$ cat config.mk
export PLATFORM = sky130hd
export DESIGN_NAME = eudt_scale
export DESIGN_NICKNAME = d
export VERILOG_FILES = /design/src/expert_usage_decay_tracker_core_assert.svh /design/src/eudt_pkg.sv /design/src/eudt_scale.sv
export SDC_FILE = /design/constraint.sdc
export NUM_CORES = 2
export LEC_CHECK = 0
export ABC_CLOCK_PERIOD_IN_PS = 7400
export BUFFER_PORTS_ARGS = -buffer_cell sky130_fd_sc_hd__buf_2
export CAP_MARGIN = 5
export CORE_MARGIN = 2
export CORE_UTILIZATION = 35
export CTS_BUF_LIST = sky130_fd_sc_hd__clkbuf_8
export CTS_CLUSTER_DIAMETER = 150
export DETAILED_ROUTE_END_ITERATION = 6
export PLACE_DENSITY = 0.47
export SYNTH_ARGS = -nofsm -noshare
export SYNTH_HDL_FRONTEND = slang
export SYNTH_SLANG_ARGS = --single-unit
$ cat constraint.sdc
create_clock -name clk -period 7.4 [get_ports clk]
set_input_delay 0.74 -clock clk [delete_from_list [all_inputs] [get_ports clk]]
set_output_delay 0.74 -clock clk [all_outputs]
set_load 0.03 [all_outputs]
$ cat src/expert_usage_decay_tracker_core_assert.svh
// Assertion macros shared by the decay tracker RTL.
`ifndef EXPERT_USAGE_DECAY_TRACKER_CORE_ASSERT_SVH
`define EXPERT_USAGE_DECAY_TRACKER_CORE_ASSERT_SVH
`ifndef SYNTHESIS
`define EUDT_ASSERT_IMP(lbl, ante, cons) \
  lbl: assert property (@(posedge clk) disable iff (!rst_n) (ante) |-> (cons)) \
    else $error("assertion lbl failed");
`define EUDT_ASSERT_NXT(lbl, ante, cons) \
  lbl: assert property (@(posedge clk) disable iff (!rst_n) (ante) |=> (cons)) \
    else $error("assertion lbl failed");
`else
`define EUDT_ASSERT_IMP(lbl, ante, cons)
`define EUDT_ASSERT_NXT(lbl, ante, cons)
`endif
`endif

$ cat src/eudt_pkg.sv
// Types, constants and the power table of the expert usage decay tracker.
`timescale 1ns / 1ps
package eudt_pkg;

  localparam int LAYER_W   = 6;
  localparam int EXPERT_W  = 8;
  localparam int TOK_W     = 16;
  localparam int GAIN_W    = 17;
  localparam int FUNC_W    = 3;
  localparam int CNT_W     = 48;
  localparam int SCORE_W   = 48;
  localparam int TSS_W     = 32;
  localparam int LAYERS_W  = 7;
  localparam int EXPERTS_W = 9;
  localparam int THR_W     = 24;
  localparam int CFG_IDX_W = 2;
  localparam int GAIN_FRAC = 16;

  localparam int IN_DATA_W  = 48;
  localparam int OUT_DATA_W = 96;
  localparam int OUT_USER_W = 2;

  localparam logic [GAIN_W-1:0]    UNITY_Q16   = 17'd65536;
  localparam logic [LAYERS_W-1:0]  LAYERS_RST  = 7'd64;
  localparam logic [EXPERTS_W-1:0] EXPERTS_RST = 9'd256;
  localparam logic [THR_W-1:0]     THR_RST     = 24'd8192;

  localparam logic [CFG_IDX_W-1:0] CFG_LAYERS  = 2'd0;
  localparam logic [CFG_IDX_W-1:0] CFG_EXPERTS = 2'd1;
  localparam logic [CFG_IDX_W-1:0] CFG_THRESH  = 2'd2;

  typedef enum logic [FUNC_W-1:0] {
    FN_RECORD = 3'd0,
    FN_TOKENS = 3'd1,
    FN_DECAY  = 3'd2,
    FN_FLUSH  = 3'd3,
    FN_QUERY  = 3'd4
  } func_t;

  typedef enum logic [2:0] {
    ST_CLEAR,
    ST_IDLE,
    ST_POW,
    ST_SWEEP,
    ST_REREAD,
    ST_EXEC
  } state_t;

  // 0.999 raised to 2^k, in Q0.16.
  function automatic logic [15:0] pow_q16(input logic [3:0] k);
    logic [15:0] v;
    case (k)
      4'd0:    v = 16'd65470;
      4'd1:    v = 16'd65405;
      4'd2:    v = 16'd65274;
      4'd3:    v = 16'd65014;
      4'd4:    v = 16'd64495;
      4'd5:    v = 16'd63471;
      4'd6:    v = 16'd61471;
      4'd7:    v = 16'd57658;
      4'd8:    v = 16'd50728;
      4'd9:    v = 16'd39265;
      4'd10:   v = 16'd23526;
      4'd11:   v = 16'd8445;
      4'd12:   v = 16'd1088;
      4'd13:   v = 16'd18;
      default: v = 16'd0;
    endcase
    return v;
  endfunction

endpackage

$ cat src/eudt_scale.sv
// Two-stage pipeline that scales a 48-bit score by a Q1.16 gain, truncating.
`timescale 1ns / 1ps
module eudt_scale #(
  parameter int AW = 14
) (
  input  logic                          clk,
  input  logic                          rst_n,
  input  logic                          in_vld,
  input  logic [AW-1:0]                 in_addr,
  input  logic [eudt_pkg::SCORE_W-1:0]  in_score,
  input  logic [eudt_pkg::GAIN_W-1:0]   gain,
  output logic                          out_vld,
  output logic [AW-1:0]                 out_addr,
  output logic [eudt_pkg::SCORE_W-1:0]  out_score
);
  import eudt_pkg::*;

  localparam int HALF   = SCORE_W / 2;
  localparam int PROD_W = HALF + GAIN_W;
  localparam int SUM_W  = SCORE_W + GAIN_W;

  logic [PROD_W-1:0]  p_hi, p_lo;
  logic [PROD_W-1:0]  p_hi_r, p_lo_r;
  logic [AW-1:0]      a1_r, a2_r;
  logic               v1_r, v2_r;
  logic [SUM_W-1:0]   sum;
  logic [SCORE_W-1:0] score_r;

  // The score is split in halves so that each product stays narrow.
  assign p_hi = PROD_W'(in_score[SCORE_W-1:HALF]) * PROD_W'(gain);
  assign p_lo = PROD_W'(in_score[HALF-1:0]) * PROD_W'(gain);
  assign sum  = {p_hi_r, {HALF{1'b0}}} + SUM_W'(p_lo_r);

  always_ff @(posedge clk) begin
    if (!rst_n) begin
      v1_r <= 1'b0;
      v2_r <= 1'b0;
    end else begin
      v1_r <= in_vld;
      v2_r <= v1_r;
    end
  end

  always_ff @(posedge clk) begin
    p_hi_r  <= p_hi;
    p_lo_r  <= p_lo;
    a1_r    <= in_addr;
    a2_r    <= a1_r;
    score_r <= sum[GAIN_FRAC +: SCORE_W];
  end

  assign out_vld   = v2_r;
  assign out_addr  = a2_r;
  assign out_score = score_r;

endmodule

Word level (Yosys, flattened, before mapping)
Cells that the tools add are included.
W data, S select, Z words.
{"block": "classes", "add_sub_neg": 1, "multipliers": 2}
{"operator": "$add A64 B41 Y64", "count": 1}
{"operator": "$mul A24 B17 Y41", "count": 1}
{"operator": "$mul A24 B17 Y40", "count": 1}
{"block": "totals", "regBits": 159, "wordCells": 10}

Logic depth before layout (Yosys ltp)
{"block": "depth", "word_depth": 1, "depth_mapped": 24, "ltp_nobuf": 22}

Worst setup path after synthesis
OpenSTA, ideal clock, no wires.
{"block": "synth_path", "path_type": "input to register", "from": "in gain[8] (netlist name)", "to": "reg p_lo_r[40]", "required_time_ns": 7.328, "path_stages": 21, "path_buffers": 2, "arrival_ns": 6.591, "path_slack_ns": 0.736, "path_cell_list": "clkbuf_1 -> clkbuf_1 -> nand2_1 -> fa_1 -> inv_1 -> fa_1 -> fa_1 -> fa_1 -> fa_1 -> inv_1 -> fa_1 -> inv_1 -> ha_1 -> a21o_1 -> a21o_1 -> a211o_1 -> o311ai_4 -> nand2_2 -> a311o_1 -> a311oi_2 -> xnor2_1"}
{"block": "synth_between", "elab_chain_len": 1}
{"element": "start, declared", "line_no": "eudt_scale.sv:11", "source": "input logic [eudt_pkg::GAIN_W-1:0] gain,"}
{"element": "$mul A24 B17 Y41", "line_no": "eudt_scale.sv:31", "source": "assign p_lo = PROD_W'(in_score[HALF-1:0]) * PROD_W'(gain);"}
{"element": "named net p_lo[40]", "line_no": "eudt_scale.sv:22", "source": "logic [PROD_W-1:0] p_hi, p_lo;"}
{"element": "end signal, assigned", "line_no": "eudt_scale.sv:46", "source": "p_lo_r <= p_lo;"}
{"element": "end, declared", "line_no": "eudt_scale.sv:23", "source": "logic [PROD_W-1:0] p_hi_r, p_lo_r;"}
The timed path passes the listed nets, and every way through them passes these cells.
A chain may end at the register's enable or synchronous reset.

Final worst setup path
{"block": "layout_path", "from": "in gain[4] (netlist name)", "to": "reg p_hi_r[37]"}
{"block": "layout_between", "elab_chain_len": 1}
{"element": "$mul A24 B17 Y40", "line_no": "eudt_scale.sv:30", "source": "assign p_hi = PROD_W'(in_score[SCORE_W-1:HALF]) * PROD_W'(gain);"}
{"element": "named net p_hi[37]", "line_no": "eudt_scale.sv:22"}
{"element": "end signal, assigned", "line_no": "eudt_scale.sv:45", "source": "p_hi_r <= p_hi;"}
{"element": "end, declared", "line_no": "eudt_scale.sv:23"}
The timed path passes the listed nets, and every way through them passes these cells.

==> metrics.cfg <==
[finish]
area_growth_pct = 9.07
drive_gt1_share_pct = 7.63
utilization_pct = 38.7
nets = 4388

[detailed_routing]
wire_per_inst_um = 17.6
first_pass_iters = 5
ant_nets = 0
routed_wl_mm = 80.3
drtIter0Drc = 972
num_vias = 21300
vias_per_cell = 4.68
drc = 0

[synthesis]
synthArstFlopShare_pct = 0
synth_warnings = 0
synth.most_common_cell = inv_1
synth-edff-count = 0
synth_area_per_cell_um2 = 8.96
synth_top_area_share_pct = 44.1
syn-instance-count = 3321
synth_nets = 4300
ys_seq_elements = 143
netlist_top_cells_count = 809 x inv_1, 656 x fa_1, 550 x nand2_1
synth-seq-area-share_pct = 9.62
synth_top_cell_by_area = fa_1
yosys-top-cells-area = fa_1 44%, inv_1 10%, ha_1 10%, dfxtp_1 9.6%, nand2_1 6.9%
synthFlopType = dfxtp_1
synthDistinctLibCells = 60
synth_area_mm2 = 0.0298

[setup_path]
critical_path_required_ns = 7.90
slowest_delay_ns = 0.57
cpMostUsedCell = fa_1
cp_top_family = adder cells
crit_fanout = 24
worst_path_max_delay_cell = fa_1
critPathBufInv = 5
crit_arrival_ns = 7.31
path_class = input port to register
worstPathCellList = buf_2 -> buf_4 -> nand2_1 -> fa_1 -> fa_1 -> fa_1 -> fa_1 -> inv_1 -> fa_1 -> inv_1 -> fa_1 -> inv_1 -> ha_1 -> a211oi_1 -> o21bai_1 -> o21ai_0 -> a31oi_1 -> a31o_2 -> a31o_1 -> or3_1 -> nand4_1
worstSetupStartpointType = input port
endpoint_kind = register

[floorplanning]
start_util_pct = 35.5
chipWidth_um = 296
die_area_mm2 = 0.0874
dieHeight_um = 296
num_rows = 106
ios = 145
core_mm2 = 0.0840

[job]
drv_cap = 0

[sta]
slew_headroom_pct = 35.4
min_period_over_period_pct = 92.0
final_max_slew_viol_count = 0
hold_viol = 0
worst_pin_slew_ns = 0.963
fmax_ghz = 0.147
period_minus_slack_ns = 6.81
finalSetupViolCount = 0
finClkSkew_ns = 0.0375
hold_slack_ns = 0.289
rsz0062_at_grt = false
setup_tns_ns = 0

[hold_path]
min_path_type = input port to register

[clock_network]
cts_buffer_depth = 2
clock_latency_ns = 0.55
htreeDepth = 4
cts-root-buf = clkbuf_8
cts_buffers = 17
hold_buffers = 0
post_cts_buffers = 0
ctsResizeCount = 0
path_clk_slew_ns = 0.12
clock_sinks = 143
cts_tree = yes

[global_route]
antenna_found_initial = 3
first_global_vias = 22700
grt_pass1_wl_mm = 129
grt_max_degree = 37
overflow = 0
grt_usage_pct = 19.4

[placement]
place_congestion = 0.810
dp_hpwl_mm = 66.6
port_buffers = 144

[outcome]
status = completed

-- per-layer routing --
layer	part of all wire, %	global-route usage, %
met5	0.014	0
met4	1.4	4.09
met3	3.4	1.95
met2	47	31.3
met1	49	28.1
-- registers in the layout, summed over array words and instances (netlist names) --
| name | cells |
|---|---|
| out_vld | 1 |
| a1_r | 14 |
| out_score | 48 |
| p_hi_r | 40 |
| v1_r | 1 |
| out_addr | 14 |
| p_lo_r | 25 |
-- cell usage in the layout (no fill, tap or decap), types with 6 or more instances in the layout --
cell	instances
inv_1	809
fa_1	656
nand2_1	550
and2_1	317
ha_1	241
buf_2	144
dfxtp_1	143
xnor2_1	74
a21oi_1	69
buf_4	68
a21o_1	39
nor2_1	38
o21ai_0	28
xor2_1	25
and3_1	17
clkbuf_8	17
nand4_1	14
o211ai_1	12
nand3_1	11
o21bai_1	10
o21a_1	10
and4_1	10
buf_12	10
nor2b_1	9
a211oi_1	8
o21ai_1	8
nor3_1	8
a31oi_1	6
inv_8	6
-- final timing paths --
check	endpoint	slack [ns]	from	depth (start not counted)
setup / recovery	p_hi_r[37]	0.59	gain[4]	21
hold / removal	a1_r[3]	0.29	in_addr[3]	1
setup reg to reg	out_score[47]	4.24	p_hi_r[1]	9
hold reg to reg	out_addr[1]	0.33	a1_r[1]	0
-- layout make-up --
type | instances | area, µm²
sequential | 143 | 2860
fill | 8736 | 51500
clock inverter | 15 | 184
antenna | 3 | 7.51
inverter | 809 | 3040
multi-input combinational | 2216 | 23300
timing repair buffer | 222 | 1430
tap | 1134 | 1420
clock buffer | 17 | 234
-- cells by family (layout without fill, tap and decap cells) --
group | count (synthesis) | after routing | synth area share, %
DFF | 143 | 143 | 9.62
and+or+nand+nor | 987 | 987 | 15.8
muxes | 3 | 3 | 0.101
xor gates and xnor gates | 99 | 99 | 2.91
adders and majority gates | 897 | 897 | 54.2
AOI/OAI and AO/OA | 230 | 230 | 5.18
buffers and inverters | 962 | 1063 | 12.1
other | 0 | 3 | 0
-- worst reg2reg max path, cell delays in order, from the launching register on --
cell and delay [ns]:
dfxtp_1 0.33, ha_1 0.28, a21o_1 0.11, a21oi_1 0.11
o21ai_0 0.28, a41oi_1 0.44, a2bb2oi_1 0.28, o21ai_1 0.78
nand3_1 0.24, xnor2_1 0.25
-- through the flow --
step | cell area, µm² | std cells | worst slack, ns
6_report | 32500 | 4559 | 0.593
4_1_cts | 32500 | 4556 | 0.657
3_5_place_dp | 32000 | 4524 | 0.0523
5_1_grt | 32500 | 4558 | 0.304
2_1_floorplan | 29800 | 3321 | 0.736
3_3_place_gp | 32000 | 4524 | 0.0882
Power is left out: the tool's default activity adds up to more than one toggle a clock period on the data nets, which glitch-free logic cannot reach.
