$ cat src/expert_usage_decay_tracker_core_assert.svh
// Assertion macros shared by the decay tracker RTL.
`ifndef EXPERT_USAGE_DECAY_TRACKER_CORE_ASSERT_SVH
`define EXPERT_USAGE_DECAY_TRACKER_CORE_ASSERT_SVH
`ifndef SYNTHESIS
`define EUDT_ASSERT_IMP(lbl, ante, cons) \
  lbl: assert property (@(posedge clk) disable iff (!rst_n) (ante) |-> (cons)) \
    else $error("assertion lbl failed");
`define EUDT_ASSERT_NXT(lbl, ante, cons) \
  lbl: assert property (@(posedge clk) disable iff (!rst_n) (ante) |=> (cons)) \
    else $error("assertion lbl failed");
`else
`define EUDT_ASSERT_IMP(lbl, ante, cons)
`define EUDT_ASSERT_NXT(lbl, ante, cons)
`endif
`endif

$ cat src/eudt_pkg.sv
// Types, constants and the power table of the expert usage decay tracker.
`timescale 1ns / 1ps
package eudt_pkg;

  localparam int LAYER_W   = 6;
  localparam int EXPERT_W  = 8;
  localparam int TOK_W     = 16;
  localparam int GAIN_W    = 17;
  localparam int FUNC_W    = 3;
  localparam int CNT_W     = 48;
  localparam int SCORE_W   = 48;
  localparam int TSS_W     = 32;
  localparam int LAYERS_W  = 7;
  localparam int EXPERTS_W = 9;
  localparam int THR_W     = 24;
  localparam int CFG_IDX_W = 2;
  localparam int GAIN_FRAC = 16;

  localparam int IN_DATA_W  = 48;
  localparam int OUT_DATA_W = 96;
  localparam int OUT_USER_W = 2;

  localparam logic [GAIN_W-1:0]    UNITY_Q16   = 17'd65536;
  localparam logic [LAYERS_W-1:0]  LAYERS_RST  = 7'd64;
  localparam logic [EXPERTS_W-1:0] EXPERTS_RST = 9'd256;
  localparam logic [THR_W-1:0]     THR_RST     = 24'd8192;

  localparam logic [CFG_IDX_W-1:0] CFG_LAYERS  = 2'd0;
  localparam logic [CFG_IDX_W-1:0] CFG_EXPERTS = 2'd1;
  localparam logic [CFG_IDX_W-1:0] CFG_THRESH  = 2'd2;

  typedef enum logic [FUNC_W-1:0] {
    FN_RECORD = 3'd0,
    FN_TOKENS = 3'd1,
    FN_DECAY  = 3'd2,
    FN_FLUSH  = 3'd3,
    FN_QUERY  = 3'd4
  } func_t;

  typedef enum logic [2:0] {
    ST_CLEAR,
    ST_IDLE,
    ST_POW,
    ST_SWEEP,
    ST_REREAD,
    ST_EXEC
  } state_t;

  // 0.999 raised to 2^k, in Q0.16.
  function automatic logic [15:0] pow_q16(input logic [3:0] k);
    logic [15:0] v;
    case (k)
      4'd0:    v = 16'd65470;
      4'd1:    v = 16'd65405;
      4'd2:    v = 16'd65274;
      4'd3:    v = 16'd65014;
      4'd4:    v = 16'd64495;
      4'd5:    v = 16'd63471;
      4'd6:    v = 16'd61471;
      4'd7:    v = 16'd57658;
      4'd8:    v = 16'd50728;
      4'd9:    v = 16'd39265;
      4'd10:   v = 16'd23526;
      4'd11:   v = 16'd8445;
      4'd12:   v = 16'd1088;
      4'd13:   v = 16'd18;
      default: v = 16'd0;
    endcase
    return v;
  endfunction

endpackage

$ cat src/eudt_pow.sv
// Square-and-multiply unit that forms 0.999^n in Q1.16, one bit of n per cycle.
`timescale 1ns / 1ps
module eudt_pow (
  input  logic                         clk,
  input  logic                         rst_n,
  input  logic                         start,
  input  logic [eudt_pkg::TOK_W-1:0]   ntok,
  output logic                         done,
  output logic [eudt_pkg::GAIN_W-1:0]  factor
);
  import eudt_pkg::*;

  localparam int          PROD_W = GAIN_W + 16;
  localparam logic [3:0]  K_LAST = 4'(TOK_W - 1);
  localparam logic [PROD_W-1:0] ROUND = PROD_W'(1) << (GAIN_FRAC - 1);

  logic              run_r;
  logic              done_r;
  logic [3:0]        k_r;
  logic [TOK_W-1:0]  bits_r;
  logic [GAIN_W-1:0] f_r;
  logic [PROD_W-1:0] prod;

  // Rounded product of the running factor and the table entry for this bit.
  assign prod = PROD_W'(f_r) * PROD_W'(pow_q16(k_r)) + ROUND;

  always_ff @(posedge clk) begin
    if (!rst_n) begin
      run_r  <= 1'b0;
      done_r <= 1'b0;
    end else begin
      done_r <= 1'b0;
      if (start) begin
        run_r <= 1'b1;
      end else if (run_r && (k_r == K_LAST)) begin
        run_r  <= 1'b0;
        done_r <= 1'b1;
      end
    end
  end

  always_ff @(posedge clk) begin
    if (start) begin
      k_r    <= '0;
      bits_r <= ntok;
      f_r    <= UNITY_Q16;
    end else if (run_r) begin
      k_r <= k_r + 4'd1;
      if (bits_r[k_r]) begin
        f_r <= prod[GAIN_FRAC +: GAIN_W];
      end
    end
  end

  assign done   = done_r;
  assign factor = f_r;

endmodule

$ cat config.mk
export PLATFORM = sky130hd
export DESIGN_NAME = eudt_pow
export DESIGN_NICKNAME = d
export VERILOG_FILES = /design/src/expert_usage_decay_tracker_core_assert.svh /design/src/eudt_pkg.sv /design/src/eudt_pow.sv
export SDC_FILE = /design/constraint.sdc
export NUM_CORES = 1
export LEC_CHECK = 0
export BUFFER_PORTS_ARGS = -buffer_cell sky130_fd_sc_hd__buf_4
export CAP_MARGIN = 25
export CORE_MARGIN = 1
export CORE_UTILIZATION = 40
export CTS_BUF_LIST = sky130_fd_sc_hd__clkbuf_16
export DETAILED_ROUTE_END_ITERATION = 10
export PLACE_DENSITY = 0.6
export SLEW_MARGIN = 20
export SYNTH_ARGS = -nofsm -noshare
export SYNTH_HDL_FRONTEND = slang
export SYNTH_SLANG_ARGS = --single-unit
$ cat constraint.sdc
create_clock -name clk -period 15.2 [get_ports clk]
set_input_delay 0.76 -clock clk [delete_from_list [all_inputs] [get_ports clk]]
set_output_delay 0.76 -clock clk [all_outputs]
set_load 0.05 [all_outputs]
======== Word-level counts from Yosys, hierarchy flattened ========
Memories as Yosys holds them, arrays and structs flattened. A register that Yosys moved wholly into a read port is not among the register bits.
Index checks and enable logic that the tools add are counted.
storage, ports and cells
  bits in writable memories ............... 0
  flip-flop bits (word level) ............. 39
  output and inout port bits .............. 18
  word-level logic and storage cells ...... 23
  bits in read-only memories .............. 256
  bits of input ports ..................... 19
  memories ................................ 1
  latch bits .............................. 0
cells by class
  bitwise logic cells ..................... 1
  order comparisons ....................... 1
  div/mod/pow operators ................... 0
  equal/unequal tests ..................... 1
  shift operators ......................... 0
  add/sub/neg operators ................... 2
  multipliers ............................. 1
  muxes and demuxes ....................... 7
  reductions and logical operators ........ 4
memory list
  name             depth  width  rd ports  clocked after memory_dff  wr ports  line            RTL
  (no name shown)  16     16     1         1                         0         eudt_pkg.sv:52  case (k)
operators with widths
  cell                    number
  $add 33x16->33 const B  1
  $mul 17x16->33          1
  $mux 4                  2
  $lt 4x5->1 const B      1
  $add 4x1->4 const B     1
  $bmux 1 s4              1
  $eq 4x4->1 const B      1
  $mux 1                  4
  $reduce_and 2->1        1
  $reduce_bool 2->1       1
  $reduce_or 2->1         1
  $logic_and 1x1->1       1
  $not 1->1               1

======== Logic depth before layout (Yosys ltp) ========
  word-level depth ........................ 4
  gate-level depth with buffers ........... 22

======== Least setup slack after synthesis ========
No wires, ideal clock.
  kind .................................... register to register
  start point ............................. register f_r[7] (netlist: factor[7])
  end point ............................... register f_r[6] (netlist: factor[6])
  period minus slack after synthesis ...... 6.165 ns
  data arrival time ....................... 6.050 ns
  setup time .............................. 0.116 ns
  buffers on the path ..................... 1
  setup slack ............................. 9.035 ns
  data required time ...................... 15.084 ns
  cell stages (with the launch flop) ...... 22
  path through ............................ dfxtp_1 -> clkbuf_1 -> nand2_1 -> fa_1 -> inv_1 -> fa_1 -> inv_1 -> fa_1 -> inv_1 -> fa_1 -> fa_1 -> inv_1 -> fa_1 -> inv_1 -> ha_1 -> and3_1 -> and3_1 -> a22oi_1 -> nand3_1 -> a31oi_1 -> mux2_4 -> a31o_1
on the way
  word-level cells in the longest chain between the ends .. 2
ends and longest elaborated chain
  item                    line            RTL
  start, declared         eudt_pow.sv:21  logic [GAIN_W-1:0] f_r;
  start signal, assigned  eudt_pow.sv:50  f_r <= prod[GAIN_FRAC +: GAIN_W];
  $mul 17x16->33          eudt_pow.sv:25  assign prod = PROD_W'(f_r) * PROD_W'(pow_q16(k_r)) + ROUND;
  $add 33x16->33          eudt_pow.sv:25
Every way passes these cells.
A chain may end at the register's enable or synchronous reset.

======== Worst setup path in the final report ========
  start point ............................. register f_r[7] (netlist: factor[7])
  end point ............................... register f_r[16] (netlist: factor[16])
Same word-level chain as after synthesis.

==> impl_metrics.json <==
{
  "grt_pass1_wl_mm": 44.5,
  "numCtsBuffers": 5,
  "crit_arrival_ps": 6830,
  "synth_top_family_by_area": "adder cells",
  "critPathMaxStageDelay_ps": 1000,
  "die_y_um": 168,
  "cp-startpoint": "factor[7]",
  "ys_ff_latch": 55,
  "crit_end": "factor[16]",
  "finClkSkew_ps": 11.8,
  "final-hold-violation-count": 0,
  "fmax_mhz": 150,
  "synth.avg_cell_area_um2": 9.03,
  "grtUsageTotal": 0.200,
  "clock-sinks": 55,
  "placed_area_um2": 11600,
  "htreeDepth": 2,
  "cts-resized-gates": 0,
  "place_congestion": 0.859,
  "synth_compound_area_frac": 0.0678,
  "hold_ws_ps": 516,
  "io_buffers": 36,
  "initial_utilization": 0.409,
  "grt_max_degree": 38,
  "synth_enable_flop_cells": 16,
  "synthXorXnorAreaFrac": 0.00713,
  "drt-initial-drc-count": 488,
  "multi_input_area_um2": 8620,
  "slew_headroom": 0.312,
  "grt_overflow_total": 0,
  "period_minus_slack_ps": 6660,
  "critPathLaunchType": "register",
  "fillers": 2687,
  "final_area_um2": 11800,
  "max_cap_viol_count": 0,
  "netlist_area_um2": 11000,
  "wirelength_mm": 26.3,
  "ys_warn_count": 0,
  "synth-simple-area-share": 0.177,
  "min-delay-path-class": "reg2reg",
  "root_buffer": "clkbuf_16",
  "cts_tree": "done",
  "r2r-start": "factor[7]",
  "setup_viol": 0,
  "die_w_um": 168,
  "clkLatencyLatePin_ps": 290,
  "synthToLayoutAreaGrowth_pct": 6.61,
  "via_per_inst": 5.11,
  "ios": 37,
  "endpoint_kind": "register",
  "synth_mux_area_frac": 0.0137,
  "synthCells": 1223,
  "firstDrtPassIters": 7,
  "cp_slowest_cell": "dfxtp_1",
  "cts_buffer_depth": 2,
  "final.setup.tns_ps": 0,
  "synth_fp_nets": 1572,
  "slew_viol_final": 0,
  "layout-drive-gt1-share": 0.0513,
  "tightest_slew_ps": 1030,
  "synth_flop_cell": "dfxtp_1",
  "synth-adder-area-share": 0.514,
  "status": "completed",
  "ant_nets": 0,
  "ctsHoldBuffers": 0,
  "grt_pass1_vias": 8583,
  "vias": 8023,
  "postCtsSetupRepairBufs": 0,
  "timing.rr.end": "factor[16]",
  "crit_top_cell": "fa_1",
  "async_flop_share": 0,
  "grt_antenna_before_repair": 0,
  "rsz0062_at_grt": "false",
  "seq_area_um2": 1260,
  "required_ps": 15370,
  "utilization": 0.436,
  "diodes": 0,
  "r2r_setup_slack_ps": 8540,
  "die_area_um2": 28300,
  "wire_per_inst_um": 16.8,
  "yosysSeqAreaShare": 0.114,
  "dp_hpwl_mm": 20.2,
  "path_cells": "nand2_1, fa_1, inv_1, fa_1, inv_1, fa_1, inv_1, fa_1, fa_1, inv_1, fa_1, inv_1, ha_1, nand2_1, a21oi_1, o21ai_0, a211oi_1, o21ai_0, a2111oi_0, nor3_1",
  "drc_errors": 0,
  "min_period_over_period": 0.438,
  "synth.distinct_cells": 54,
  "row_count": 60,
  "crit_type": "reg2reg",
  "core_area_um2": 27000,
  "fin_nets": 1576,
  "ff2ff_path_depth": 20,
  "clkSlewWorstSetupHoldPaths_ps": 70,
  "critPathMaxFanout": 18
}
## final cells by class
type | count | area share
Clock buffer | 6 | 0.0127
Clock inverter | 2 | 0.000850
Inverter | 261 | 0.0834
Multi-Input combinational cell | 860 | 0.732
Sequential cell | 55 | 0.107
Tap cell | 341 | 0.0362
Timing Repair Buffer | 44 | 0.0280
## cell families (layout without fill, tap and decap cells)
family	after synthesis	after routing
and+or+nand+nor	390	390
adders and majority gates	330	330
xor gates and xnor gates	9	9
muxes	8	8
DFF	55	55
AOI/OAI and AO/OA	123	123
buffers and inverters	308	313
## synthesized netlist by cell type (3+ instances only)
| library cell | count | area, um^2 |
|---|---|---|
| inv_1 | 260 | 976 |
| fa_1 | 207 | 4140 |
| nand2_1 | 172 | 646 |
| and2_1 | 133 | 832 |
| ha_1 | 123 | 1540 |
| clkbuf_1 | 43 | 161 |
| dfxtp_1 | 39 | 781 |
| a21oi_1 | 37 | 185 |
| o21ai_0 | 35 | 175 |
| nor2_1 | 24 | 90.1 |
| edfxtp_1 | 16 | 480 |
| nor3_1 | 12 | 60.1 |
| a31oi_1 | 10 | 62.6 |
| nand3_1 | 10 | 50.1 |
| a21o_1 | 8 | 60.1 |
| and3_1 | 8 | 50.1 |
| nand4_1 | 7 | 43.8 |
| nand3b_1 | 5 | 37.5 |
| o211ai_1 | 5 | 37.5 |
| o21a_1 | 5 | 37.5 |
| o31ai_1 | 5 | 37.5 |
| xor2_1 | 5 | 43.8 |
| and4_1 | 4 | 35.0 |
| mux4_2 | 4 | 90.1 |
| xnor2_1 | 4 | 35.0 |
| a2111oi_0 | 3 | 26.3 |
| nand2b_1 | 3 | 18.8 |
## through the flow
| stage | setup slack (ps) | cells |
|---|---|---|
| 4_1_cts | 8570 | 1569 |
| 5_1_grt | 8090 | 1569 |
| 3_3_place_gp | 8700 | 1561 |
| 3_5_place_dp | 8610 | 1561 |
| 2_1_floorplan | 9030 | 1223 |
| 6_report | 8540 | 1569 |
## cell usage in the layout, fill, tap and decap left out, types with 3 or more instances in the layout
cell / instances
ha_1: 123
nand3_1: 10
inv_1: 261
o21a_1: 5
clkbuf_16: 6
a2111oi_0: 3
edfxtp_1: 16
buf_4: 44
nand4_1: 7
dfxtp_1: 39
and2_1: 133
nand2_1: 172
o21ai_0: 35
a31oi_1: 10
xnor2_1: 4
and3_1: 8
and4_1: 4
o211ai_1: 5
a21oi_1: 37
mux4_2: 4
nor3_1: 12
fa_1: 207
nor2_1: 24
nand2b_1: 3
o31ai_1: 5
nand3b_1: 5
a21o_1: 8
xor2_1: 5
## worst min-delay path by stage
stage / startpoint / end / slack, ps / depth (start not counted)
6_report: k_r[3] / done / 520 / 2
4_1_cts: k_r[3] / done / 530 / 2
2_1_floorplan: k_r[3] / done / 470 / 2
3_3_place_gp: k_r[3] / done / 510 / 2
3_5_place_dp: k_r[3] / done / 520 / 2
5_1_grt: k_r[2] / done / 560 / 2
## critical path: cells and delay by family, from the launching register on
family	cells	cell delay, ps
adders and majority gates	7	3420
AOI/OAI and AO/OA	5	1440
buffers and inverters	5	260
and+or+nand+nor	3	390
DFF	1	1000
## metal layers
metal	part of all wire	global-route usage	vias up
met4	0.019	0.0447	0
li1	-	-	3776
met5	0	0	-
met2	0.48	0.337	147
met1	0.47	0.282	4073
met3	0.033	0.0134	27
Power is not shown: default switching activity piles up to over one toggle a cycle in this logic, so the estimate is an artifact.
